## src/rtl/gcer_pkg.sv

```systemverilog
`timescale 1ns / 1ps

package gcer_pkg;

  // Default screen geometry.
  localparam int SCREEN_WIDTH_DEF   = 320;
  localparam int SCREEN_HEIGHT_DEF  = 192;
  localparam int BYTES_PER_LINE_DEF = 160;

  // Fixed field widths.
  localparam int OFF_W   = 15;
  localparam int COLOR_W = 4;
  localparam int SPACE_W = 6;

  // Operation codes carried by the op field.
  localparam logic [1:0] OP_BEGIN  = 2'd0;
  localparam logic [1:0] OP_HEADER = 2'd1;
  localparam logic [1:0] OP_BYTE   = 2'd2;

  // Configuration register indexes.
  localparam logic [1:0] REG_FG      = 2'd0;
  localparam logic [1:0] REG_BG      = 2'd1;
  localparam logic [1:0] REG_SPACING = 2'd2;

  // Nibble write masks.
  localparam logic [1:0] MASK_LO   = 2'b01;
  localparam logic [1:0] MASK_HI   = 2'b10;
  localparam logic [1:0] MASK_BOTH = 2'b11;

  // Register reset values.
  localparam logic [COLOR_W-1:0] FG_RESET      = 4'hf;
  localparam logic [COLOR_W-1:0] BG_RESET      = 4'h0;
  localparam logic [SPACE_W-1:0] SPACING_RESET = 6'd1;

  // Controller states.
  typedef enum logic [1:0] {
    ST_IDLE,
    ST_DECODE,
    ST_OFFSET,
    ST_EMIT
  } state_e;

  // Commands from the controller to the datapath.
  typedef struct packed {
    logic capture;
    logic decode;
    logic load_off;
    logic emit;
  } cmd_t;

  // Status from the datapath to the controller.
  typedef struct packed {
    logic has_writes;
    logic emit_last;
    logic out_free;
  } status_t;

endpackage

```

## src/rtl/gcer_ctrl.sv

```systemverilog
`timescale 1ns / 1ps

module gcer_ctrl (
  input  logic              clk_i,
  input  logic              rst_ni,
  input  logic              in_valid_i,
  output logic              in_ready_o,
  input  gcer_pkg::status_t status_i,
  output gcer_pkg::cmd_t    cmd_o
);
  import gcer_pkg::*;

  state_e state_q, state_d;

  // State register.
  always_ff @(posedge clk_i or negedge rst_ni) begin
    if (!rst_ni) begin
      state_q <= ST_IDLE;
    end else begin
      state_q <= state_d;
    end
  end

  // Next state.
  always_comb begin
    state_d = state_q;
    case (state_q)
      ST_IDLE: begin
        if (in_valid_i) begin
          state_d = ST_DECODE;
        end
      end
      ST_DECODE: begin
        state_d = status_i.has_writes ? ST_OFFSET : ST_IDLE;
      end
      ST_OFFSET: begin
        state_d = ST_EMIT;
      end
      ST_EMIT: begin
        if (status_i.out_free && status_i.emit_last) begin
          state_d = ST_IDLE;
        end
      end
      default: begin
        state_d = ST_IDLE;
      end
    endcase
  end

  // Outputs and commands.
  always_comb begin
    in_ready_o   = 1'b0;
    cmd_o        = '0;
    case (state_q)
      ST_IDLE: begin
        in_ready_o    = 1'b1;
        cmd_o.capture = in_valid_i;
      end
      ST_DECODE: begin
        cmd_o.decode = 1'b1;
      end
      ST_OFFSET: begin
        cmd_o.load_off = 1'b1;
      end
      ST_EMIT: begin
        cmd_o.emit = status_i.out_free;
      end
      default: begin
        in_ready_o = 1'b0;
      end
    endcase
  end

endmodule

```

## src/rtl/gcer_dp.sv

```systemverilog
`timescale 1ns / 1ps

module gcer_dp #(
  parameter int SCREEN_WIDTH   = gcer_pkg::SCREEN_WIDTH_DEF,
  parameter int SCREEN_HEIGHT  = gcer_pkg::SCREEN_HEIGHT_DEF,
  parameter int BYTES_PER_LINE = gcer_pkg::BYTES_PER_LINE_DEF
) (
  input  logic                                clk_i,
  input  logic                                rst_ni,
  input  gcer_pkg::cmd_t                      cmd_i,
  output gcer_pkg::status_t                   status_o,
  input  logic                                cfg_valid_i,
  input  logic [1:0]                          cfg_index_i,
  input  logic [5:0]                          cfg_data_i,
  input  logic [1:0]                          op_i,
  input  logic [9:0]                          pos_x_i,
  input  logic [7:0]                          pos_y_i,
  input  logic [7:0]                          glyph_width_i,
  input  logic [7:0]                          glyph_height_i,
  input  logic [7:0]                          glyph_bits_i,
  output logic                                out_valid_o,
  input  logic                                out_ready_i,
  output logic [gcer_pkg::OFF_W-1:0]          write_offset_o,
  output logic [7:0]                          write_data_o,
  output logic [1:0]                          nibble_mask_o,
  output logic                                last_o
);
  import gcer_pkg::*;

  localparam int COL_W = $clog2(SCREEN_WIDTH + 320);
  localparam int ROW_W = 9;
  localparam int BPL_W = $clog2(BYTES_PER_LINE + 1);
  localparam int MUL_W = ROW_W + BPL_W;
  localparam int SUM_W = MUL_W + COL_W;

  // Configuration registers.
  logic [COLOR_W-1:0] fg_q, bg_q;
  logic [SPACE_W-1:0] spacing_q;

  // Captured input item.
  logic [1:0] op_q;
  logic [9:0] px_q;
  logic [7:0] py_q, gw_q, gh_q, bits_q;

  // Text and glyph state.
  logic             enabled_q, enabled_d;
  logic [COL_W-1:0] cursor_q, cursor_d;
  logic [COL_W-1:0] origin_q, origin_d;
  logic [7:0]       base_row_q, base_row_d;
  logic [7:0]       cur_row_q, cur_row_d;
  logic [COL_W-1:0] cur_pix_q, cur_pix_d;
  logic [7:0]       bits_left_q, bits_left_d;
  logic [15:0]      wh_q, wh_d;

  // Write generation registers.
  logic [MUL_W-1:0] row_mul_q;
  logic [COL_W-1:0] col_q, stop_q;
  logic [OFF_W-1:0] off_q;
  logic [7:0]       sh_q;
  logic [3:0]       gleft_q;

  // Output register.
  logic             out_valid_q;
  logic [OFF_W-1:0] out_off_q;
  logic [7:0]       out_data_q;
  logic [1:0]       out_mask_q;
  logic             out_last_q;

  // Decode signals.
  logic [3:0]       n_pix;
  logic [7:0]       new_bl;
  logic             row_end;
  logic [6:0]       npix;
  logic [COL_W:0]   end_col;
  logic [COL_W-1:0] stop_col;
  logic [ROW_W-1:0] row;
  logic             vis;
  logic             byte_go;
  logic             hdr_go;
  logic [7:0]       adv_w;
  logic [COL_W:0]   adv_sum;
  logic [8:0]       row_next;

  // Emit signals.
  logic             two;
  logic [COL_W:0]   next_col;
  logic [COLOR_W-1:0] color0, color1;
  logic [7:0]       wr_data;
  logic [1:0]       wr_mask;
  logic             emit_last;
  logic [SUM_W-1:0] off_sum;

  // Configuration writes.
  always_ff @(posedge clk_i or negedge rst_ni) begin
    if (!rst_ni) begin
      fg_q      <= FG_RESET;
      bg_q      <= BG_RESET;
      spacing_q <= SPACING_RESET;
    end else if (cfg_valid_i) begin
      case (cfg_index_i)
        REG_FG:      fg_q      <= cfg_data_i[COLOR_W-1:0];
        REG_BG:      bg_q      <= cfg_data_i[COLOR_W-1:0];
        REG_SPACING: spacing_q <= cfg_data_i;
        default:     fg_q      <= fg_q;
      endcase
    end
  end

  // Input item capture on each transfer.
  always_ff @(posedge clk_i) begin
    if (cmd_i.capture) begin
      op_q   <= op_i;
      px_q   <= pos_x_i;
      py_q   <= pos_y_i;
      gw_q   <= glyph_width_i;
      gh_q   <= glyph_height_i;
      bits_q <= glyph_bits_i;
    end
  end

  // Pixel span of a bitmap byte and clipping.
  always_comb begin
    n_pix    = (bits_left_q < 8'd8) ? bits_left_q[3:0] : 4'd8;
    new_bl   = bits_left_q - {4'd0, n_pix};
    row_end  = (new_bl == 8'd0);
    npix     = {3'd0, n_pix} + (row_end ? {1'b0, spacing_q} : 7'd0);
    end_col  = {1'b0, cur_pix_q} + {{(COL_W-6){1'b0}}, npix};
    stop_col = (end_col < (COL_W+1)'(SCREEN_WIDTH)) ? end_col[COL_W-1:0]
                                                   : COL_W'(SCREEN_WIDTH);
    row      = {1'b0, base_row_q} + {1'b0, cur_row_q};
    vis      = (int'(row) < SCREEN_HEIGHT) && (int'(cur_pix_q) < SCREEN_WIDTH);
    byte_go  = (op_q == OP_BYTE) && enabled_q && (bits_left_q != 8'd0);
    hdr_go   = (op_q == OP_HEADER) && enabled_q;
    adv_w    = (op_q == OP_HEADER) ? gw_q : wh_q[7:0];
    adv_sum  = {1'b0, cursor_q} + {{(COL_W-7){1'b0}}, adv_w}
             + {{(COL_W-5){1'b0}}, spacing_q};
    row_next = {1'b0, cur_row_q} + 9'd1;
  end

  // Next state of the text and glyph state.
  always_comb begin
    enabled_d   = enabled_q;
    cursor_d    = cursor_q;
    origin_d    = origin_q;
    base_row_d  = base_row_q;
    cur_row_d   = cur_row_q;
    cur_pix_d   = cur_pix_q;
    bits_left_d = bits_left_q;
    wh_d        = wh_q;
    case (op_q)
      OP_BEGIN: begin
        cursor_d    = (int'(px_q) > SCREEN_WIDTH) ? COL_W'(SCREEN_WIDTH) : COL_W'(px_q);
        base_row_d  = py_q;
        enabled_d   = (int'(px_q) < SCREEN_WIDTH) && (int'(py_q) < SCREEN_HEIGHT);
        bits_left_d = 8'd0;
        cur_row_d   = 8'd0;
      end
      OP_HEADER: begin
        if (hdr_go) begin
          wh_d      = {gh_q, gw_q};
          cur_row_d = 8'd0;
          if ((gw_q == 8'd0) || (gh_q == 8'd0)) begin
            bits_left_d = 8'd0;
            if (adv_sum >= (COL_W+1)'(SCREEN_WIDTH)) begin
              cursor_d  = COL_W'(SCREEN_WIDTH);
              enabled_d = 1'b0;
            end else begin
              cursor_d = adv_sum[COL_W-1:0];
            end
          end else begin
            origin_d    = cursor_q;
            cur_pix_d   = cursor_q;
            bits_left_d = gw_q;
          end
        end
      end
      OP_BYTE: begin
        if (byte_go) begin
          bits_left_d = new_bl;
          cur_pix_d   = cur_pix_q + COL_W'(npix);
          if (row_end) begin
            if (row_next >= {1'b0, wh_q[15:8]}) begin
              cur_row_d = 8'd0;
              if (adv_sum >= (COL_W+1)'(SCREEN_WIDTH)) begin
                cursor_d  = COL_W'(SCREEN_WIDTH);
                enabled_d = 1'b0;
              end else begin
                cursor_d = adv_sum[COL_W-1:0];
              end
            end else begin
              cur_row_d   = row_next[7:0];
              bits_left_d = wh_q[7:0];
              cur_pix_d   = origin_q;
            end
          end
        end
      end
      default: begin
        enabled_d = enabled_q;
      end
    endcase
  end

  // Text and glyph state registers.
  always_ff @(posedge clk_i or negedge rst_ni) begin
    if (!rst_ni) begin
      enabled_q   <= 1'b0;
      cursor_q    <= '0;
      origin_q    <= '0;
      base_row_q  <= '0;
      cur_row_q   <= '0;
      cur_pix_q   <= '0;
      bits_left_q <= '0;
      wh_q        <= '0;
    end else if (cmd_i.decode) begin
      enabled_q   <= enabled_d;
      cursor_q    <= cursor_d;
      origin_q    <= origin_d;
      base_row_q  <= base_row_d;
      cur_row_q   <= cur_row_d;
      cur_pix_q   <= cur_pix_d;
      bits_left_q <= bits_left_d;
      wh_q        <= wh_d;
    end
  end

  // Pixel pair for the current byte write.
  always_comb begin
    two      = !col_q[0] && (({1'b0, col_q} + 1'b1) < {1'b0, stop_q});
    next_col = {1'b0, col_q} + (two ? (COL_W+1)'(2) : (COL_W+1)'(1));
    color0   = ((gleft_q != 4'd0) && sh_q[7]) ? fg_q : bg_q;
    color1   = ((gleft_q > 4'd1) && sh_q[6]) ? fg_q : bg_q;
    if (col_q[0]) begin
      wr_data = {4'h0, color0};
      wr_mask = MASK_LO;
    end else if (two) begin
      wr_data = {color0, color1};
      wr_mask = MASK_BOTH;
    end else begin
      wr_data = {color0, 4'h0};
      wr_mask = MASK_HI;
    end
    emit_last = (next_col >= {1'b0, stop_q});
    off_sum   = {{COL_W{1'b0}}, row_mul_q} + {{(MUL_W+1){1'b0}}, col_q[COL_W-1:1]};
  end

  // Write generation: span setup, row multiply, offset and column walk.
  always_ff @(posedge clk_i) begin
    if (cmd_i.decode) begin
      row_mul_q <= MUL_W'(row) * MUL_W'(BYTES_PER_LINE);
      col_q     <= cur_pix_q;
      stop_q    <= stop_col;
      sh_q      <= bits_q;
      gleft_q   <= n_pix;
    end else if (cmd_i.load_off) begin
      off_q <= off_sum[OFF_W-1:0];
    end else if (cmd_i.emit) begin
      col_q   <= next_col[COL_W-1:0];
      off_q   <= off_q + 1'b1;
      sh_q    <= two ? {sh_q[5:0], 2'b00} : {sh_q[6:0], 1'b0};
      if (gleft_q > 4'd1) begin
        gleft_q <= gleft_q - (two ? 4'd2 : 4'd1);
      end else begin
        gleft_q <= 4'd0;
      end
    end
  end

  // Output register valid.
  always_ff @(posedge clk_i or negedge rst_ni) begin
    if (!rst_ni) begin
      out_valid_q <= 1'b0;
    end else if (cmd_i.emit) begin
      out_valid_q <= 1'b1;
    end else if (out_ready_i) begin
      out_valid_q <= 1'b0;
    end
  end

  // Output register payload.
  always_ff @(posedge clk_i) begin
    if (cmd_i.emit) begin
      out_off_q  <= off_q;
      out_data_q <= wr_data;
      out_mask_q <= wr_mask;
      out_last_q <= emit_last;
    end
  end

  assign status_o.has_writes = byte_go && vis;
  assign status_o.emit_last  = emit_last;
  assign status_o.out_free   = !out_valid_q || out_ready_i;

  assign out_valid_o    = out_valid_q;
  assign write_offset_o = out_off_q;
  assign write_data_o   = out_data_q;
  assign nibble_mask_o  = out_mask_q;
  assign last_o         = out_last_q;

  // A write that is not the last of its item ends on a byte boundary.
  assert property (@(posedge clk_i) disable iff (!rst_ni)
    cmd_i.emit && !emit_last |=> !col_q[0])
    else $error("column not byte aligned after a non-final write");

  // An enabled text run always has its cursor on screen.
  assert property (@(posedge clk_i) disable iff (!rst_ni)
    enabled_q |-> (int'(cursor_q) < SCREEN_WIDTH))
    else $error("cursor off screen while drawing is enabled");

  // A glyph in progress implies drawing is enabled.
  assert property (@(posedge clk_i) disable iff (!rst_ni)
    (bits_left_q != 8'd0) |-> enabled_q)
    else $error("glyph in progress while drawing is disabled");

  // Every presented write carries at least one nibble.
  assert property (@(posedge clk_i) disable iff (!rst_ni)
    out_valid_q |-> (out_mask_q != 2'b00))
    else $error("write with empty nibble mask");

endmodule

```

## src/rtl/glyph_color_expansion_renderer_top.sv

```systemverilog
`timescale 1ns / 1ps

// An item is accepted, then decoded, then its offset is set up; the byte writes of a bitmap
// byte then enter the output register at one write per cycle while the output does not stall.
// An item that causes no write returns to idle after decode. A new item is accepted only
// once the current one is through emission.
// Reset (rst_ni, asynchronous, active low) sets colors 15 and 0, spacing 1, drawing off.
module glyph_color_expansion_renderer_top #(
  parameter int SCREEN_WIDTH   = gcer_pkg::SCREEN_WIDTH_DEF,
  parameter int SCREEN_HEIGHT  = gcer_pkg::SCREEN_HEIGHT_DEF,
  parameter int BYTES_PER_LINE = gcer_pkg::BYTES_PER_LINE_DEF
) (
  input  logic                       clk_i,
  input  logic                       rst_ni,
  input  logic                       cfg_valid_i,
  output logic                       cfg_ready_o,
  input  logic [1:0]                 cfg_index_i,
  input  logic [5:0]                 cfg_data_i,
  input  logic                       in_valid_i,
  output logic                       in_ready_o,
  input  logic [1:0]                 op_i,
  input  logic [9:0]                 pos_x_i,
  input  logic [7:0]                 pos_y_i,
  input  logic [7:0]                 glyph_width_i,
  input  logic [7:0]                 glyph_height_i,
  input  logic [7:0]                 glyph_bits_i,
  output logic                       out_valid_o,
  input  logic                       out_ready_i,
  output logic [gcer_pkg::OFF_W-1:0] write_offset_o,
  output logic [7:0]                 write_data_o,
  output logic [1:0]                 nibble_mask_o,
  output logic                       last_o
);
  import gcer_pkg::*;

  cmd_t    cmd;
  status_t status;

  // Configuration writes are taken in any cycle.
  assign cfg_ready_o = 1'b1;

  // Sequencer for decode, offset setup and write emission.
  gcer_ctrl u_ctrl (
    .clk_i      (clk_i),
    .rst_ni     (rst_ni),
    .in_valid_i (in_valid_i),
    .in_ready_o (in_ready_o),
    .status_i   (status),
    .cmd_o      (cmd)
  );

  // Glyph state, pixel packing and output register.
  gcer_dp #(
    .SCREEN_WIDTH   (SCREEN_WIDTH),
    .SCREEN_HEIGHT  (SCREEN_HEIGHT),
    .BYTES_PER_LINE (BYTES_PER_LINE)
  ) u_dp (
    .clk_i          (clk_i),
    .rst_ni         (rst_ni),
    .cmd_i          (cmd),
    .status_o       (status),
    .cfg_valid_i    (cfg_valid_i),
    .cfg_index_i    (cfg_index_i),
    .cfg_data_i     (cfg_data_i),
    .op_i           (op_i),
    .pos_x_i        (pos_x_i),
    .pos_y_i        (pos_y_i),
    .glyph_width_i  (glyph_width_i),
    .glyph_height_i (glyph_height_i),
    .glyph_bits_i   (glyph_bits_i),
    .out_valid_o    (out_valid_o),
    .out_ready_i    (out_ready_i),
    .write_offset_o (write_offset_o),
    .write_data_o   (write_data_o),
    .nibble_mask_o  (nibble_mask_o),
    .last_o         (last_o)
  );

endmodule

```

## config.mk

```make
export PLATFORM = sky130hd
export DESIGN_NAME = glyph_color_expansion_renderer_top
export DESIGN_NICKNAME = d
export VERILOG_FILES = /design/src/rtl/gcer_pkg.sv /design/src/rtl/gcer_ctrl.sv /design/src/rtl/gcer_dp.sv /design/src/rtl/glyph_color_expansion_renderer_top.sv
export SDC_FILE = /design/constraint.sdc
export NUM_CORES = 1
export LEC_CHECK = 0
export BUFFER_PORTS_ARGS = -buffer_cell sky130_fd_sc_hd__buf_2
export CAP_MARGIN = 20
export CORE_MARGIN = 2
export CORE_UTILIZATION = 60
export CTS_CLUSTER_SIZE = 28
export DETAILED_ROUTE_END_ITERATION = 10
export HOLD_SLACK_MARGIN = 0.06
export PLACE_DENSITY = 0.86
export SYNTH_ARGS = -nofsm -noshare
export SYNTH_HDL_FRONTEND = slang
export SYNTH_HIERARCHICAL = 1
export SYNTH_SLANG_ARGS = --single-unit
```

## constraint.sdc

```tcl
create_clock -name clk_i -period 6.07 [get_ports clk_i]
set_clock_uncertainty 0.2 [all_clocks]
set_input_delay 1.214 -clock clk_i [delete_from_list [all_inputs] [get_ports clk_i]]
set_output_delay 1.214 -clock clk_i [all_outputs]
set_load 0.02 [all_outputs]
```

==> results.yml <==
status:
  status: "finished, final reports clean"
finish:
  drive_above_1_share: 0.1816
  antenna_cells: 0
  num-nets-final: 1322
  multi_input_area_um2: 5819
  seqCellArea_um2: 6022
  postLayoutCellArea_um2: 13680
  nFillCells: 1449
  area_growth_pct: 11.51
timing:
  maxClockFrequency_mhz: 186.7
  slew_headroom: 0.3887
  period_share: 0.8823
  setup_slack_ns: 0.7146
  finalSetupTns_ns: 0
  tightest_slew_ns: 0.9170
  min_period_ns: 5.355
  whs_ns: 0.2770
  finalSetupViolCount: 0
  rsz0062_at_grt: "no"
  hold_violations: 0
  maxSlewViolCount: 0
logic_synthesis:
  synthTopCellsByArea: "edfxtp_1 (31%), dfrtp_1 (17%), ha_1 (8.7%)"
  synth.area.mux_share: 0.06975
  synth_top_cell_by_area: "edfxtp_1"
  synth_top_cell_area_share: 0.3108
  synth_common_cells: "edfxtp_1 (127), ha_1 (85), dfrtp_1 (83)"
  synthFlopType: "edfxtp_1"
  synth.most_common_cell: "edfxtp_1"
  synth-edff-count: 127
  synth_xor_area_frac: 0.04926
  syn-cell-area_um2: 12270
  synth_top_family_by_area: "compound AO/OA/AOI/OAI gates"
  async_flop_share: 0.4093
  syn_inst: 1086
  synthSimpleGateAreaFrac: 0.1164
  synthAdderAreaFrac: 0.1079
  ys_ff_latch: 215
  synth_cell_types: 83
  synth_compound_area_frac: 0.1300
  yosys_warnings: 6
  syn_area_per_cell_um2: 11.30
  yosysSeqAreaShare: 0.4908
floorplan:
  rows: 52
  die_h_um: 147
  initial_utilization: 0.6083
  dieArea_um2: 21610
  core_area_um2: 20170
  io_pins: 86
  die_w_um: 147
critical_path:
  cp-end-kind: "register"
  r2r-start: "u_dp/bits_left_q[5]"
  critPathMaxStageDelay_ns: 0.48
  critPathLaunch: "u_dp/bits_left_q[5]"
  cp_slowest_cell: "fa_1"
  crit_fanout: 7
  startpoint_type: "register"
  worst_ep_required_time_ns: 6.13
  crit_type: "reg -> reg"
  arrival_ns: 5.42
  crit_chain: "or3_1 > nor3_4 > inv_1 > nand2_1 > ha_1 > o311ai_2 > a21oi_2 > and2_1 > ha_1 > fa_1 > fa_1 > a211oi_2 > o21bai_1 > a211o_1 > and3_1 > o21ai_0 > a22oi_1 > or2_2"
placement:
  hpwl_mm: 17.89
  place_area_um2: 12900
  preCtsSetupSlack_ns: 0.7815
  gp_congestion: 0.8889
  io_buffers: 84
route:
  drc: 0
  vias: 8592
  dr.pass1.iters: 5
  drtIter0Drc: 708
  wl_per_cell_um: 17.06
  drt_wl_total_mm: 24.80
  drt.antenna.violating_nets: 0
  via_per_inst: 5.909
global_route:
  grt_pass1_wl_mm: 40.94
  antenna_found_initial: 0
  grt_overflow: 0
  grt_usage: 0.2320
  grt_max_degree: 65
  grt_pass1_vias: 8525
flow_run:
  maxCapViolations: 0
hold_path:
  hold_class: "reg -> reg"
  min_from: "u_dp/origin_q[3]"
cts:
  cts_hold_buf: 0
  cts_setup_buffers: 0
  cts.repair.resized: 0
  root_buffer: "clkbuf_16"
  cts_buffers: 23
  clock-sinks: 215
  cts_buffer_depth: 3
  clkLatencyLatePin_ns: 0.51
  cts_tree: "built"
  clk_pin_slew_ns: 0.06
  htree_levels: 1
power_and_ir_drop:
  power_per_cell_area_nw_per_um2: 573.6
  leakage_uw: 0.005873
  ir_drop_v: 0.0004964
-- worst max-delay path: cells and delay by family, from the launching register on --
kind	cells	cell delay, ns
compound gates	7	1.60
simple gates	6	1.44
flops	1	0.45
fa+ha+maj	4	1.30
buf+inv	1	0.13
-- flip-flops by register name, indices dropped and copies added (netlist names), 10 cells and up, named ones only --
signal / count
u_dp/wh_q: 16
u_dp/row_mul_q: 10
u_dp/write_offset_o: 15
u_dp/off_q: 15
u_dp/stop_q: 10
u_dp/cursor_q: 10
u_dp/cur_pix_q: 10
u_dp/col_q: 10
u_dp/origin_q: 10
u_dp/px_q: 10
-- cells in the final DEF (no fill, tap or decap), types with 9 or more instances in the layout --
cell type and instances:
edfxtp_1 127, ha_1 85, buf_2 83, dfrtp_1 83, nand2_1 70, nor2_1 69
inv_1 66, a21oi_1 56, mux2_2 56, o21ai_0 56, xnor2_1 47, nand3_1 33
clkbuf_16 24, a21o_1 22, xor2_1 22, nor2b_1 21, mux2i_1 21, nor3_1 14
a211oi_1 14, fa_1 13, o21a_1 12, o21ai_1 11, and3_1 10, nand4_1 9
-- where the power goes --
group	internal [uW]	switching [uW]	total (uW)	leakage (uW)
sequential	2190	413	2610	0.00227
combinational	1690	2170	3860	0.00323
clock	831	555	1390	0.000372
-- logic make-up (layout without fill, tap and decap cells) --
logic type / count (synthesis) / count (layout)
AO/OA/AOI/OAI: 241 / 241
XOR/XNOR: 69 / 69
adder cells (fa/ha/maj): 98 / 98
buffers and inverters: 104 / 201
flip-flops: 215 / 215
multiplexers: 78 / 78
other: 2 / 3
AND/OR/NAND/NOR: 279 / 279
-- through the flow --
step / utilization / instances / power, uW
final: 0.6784 / 1454 / 7848
after floorplan: - / 1087 / 5518
after detailed placement: 0.6395 / 1410 / 6393
after global routing: 0.6784 / 1454 / 8462
after CTS: 0.6770 / 1452 / 7824
after global placement: 0.6395 / 1410 / 6192
-- layer usage --
metal	share of wire	global-route usage
met4	0.029	0.07740
met5	0	0
met3	0.058	0.03602
met2	0.49	0.3930
met1	0.42	0.3093
-- cell type report --
type                       count  area share
timing repair buffer          92     0.03621
tap                          270     0.02469
clock buffer                  30     0.04700
sequential                   215      0.4401
multi-input combinational    768      0.4253
inverter                      67     0.01838
clock inverter                12    0.008230
-- path summary, 6_finish.rpt --
kind | endpoint | slack, ns | depth (start not counted)
worst max-delay path | u_dp/stop_q[6] | 0.71 | 18
worst min-delay path | u_dp/origin_q[3] | 0.28 | 2
worst max register to register | u_dp/stop_q[6] | 0.71 | 18
worst min register to register | u_dp/origin_q[3] | 0.28 | 2
max in group asynchronous | u_dp/bg_q[1] | 4.11 | 2
min in group asynchronous | u_dp/base_row_q[6] | 0.41 | 1
(Power assumes the default switching activity.)
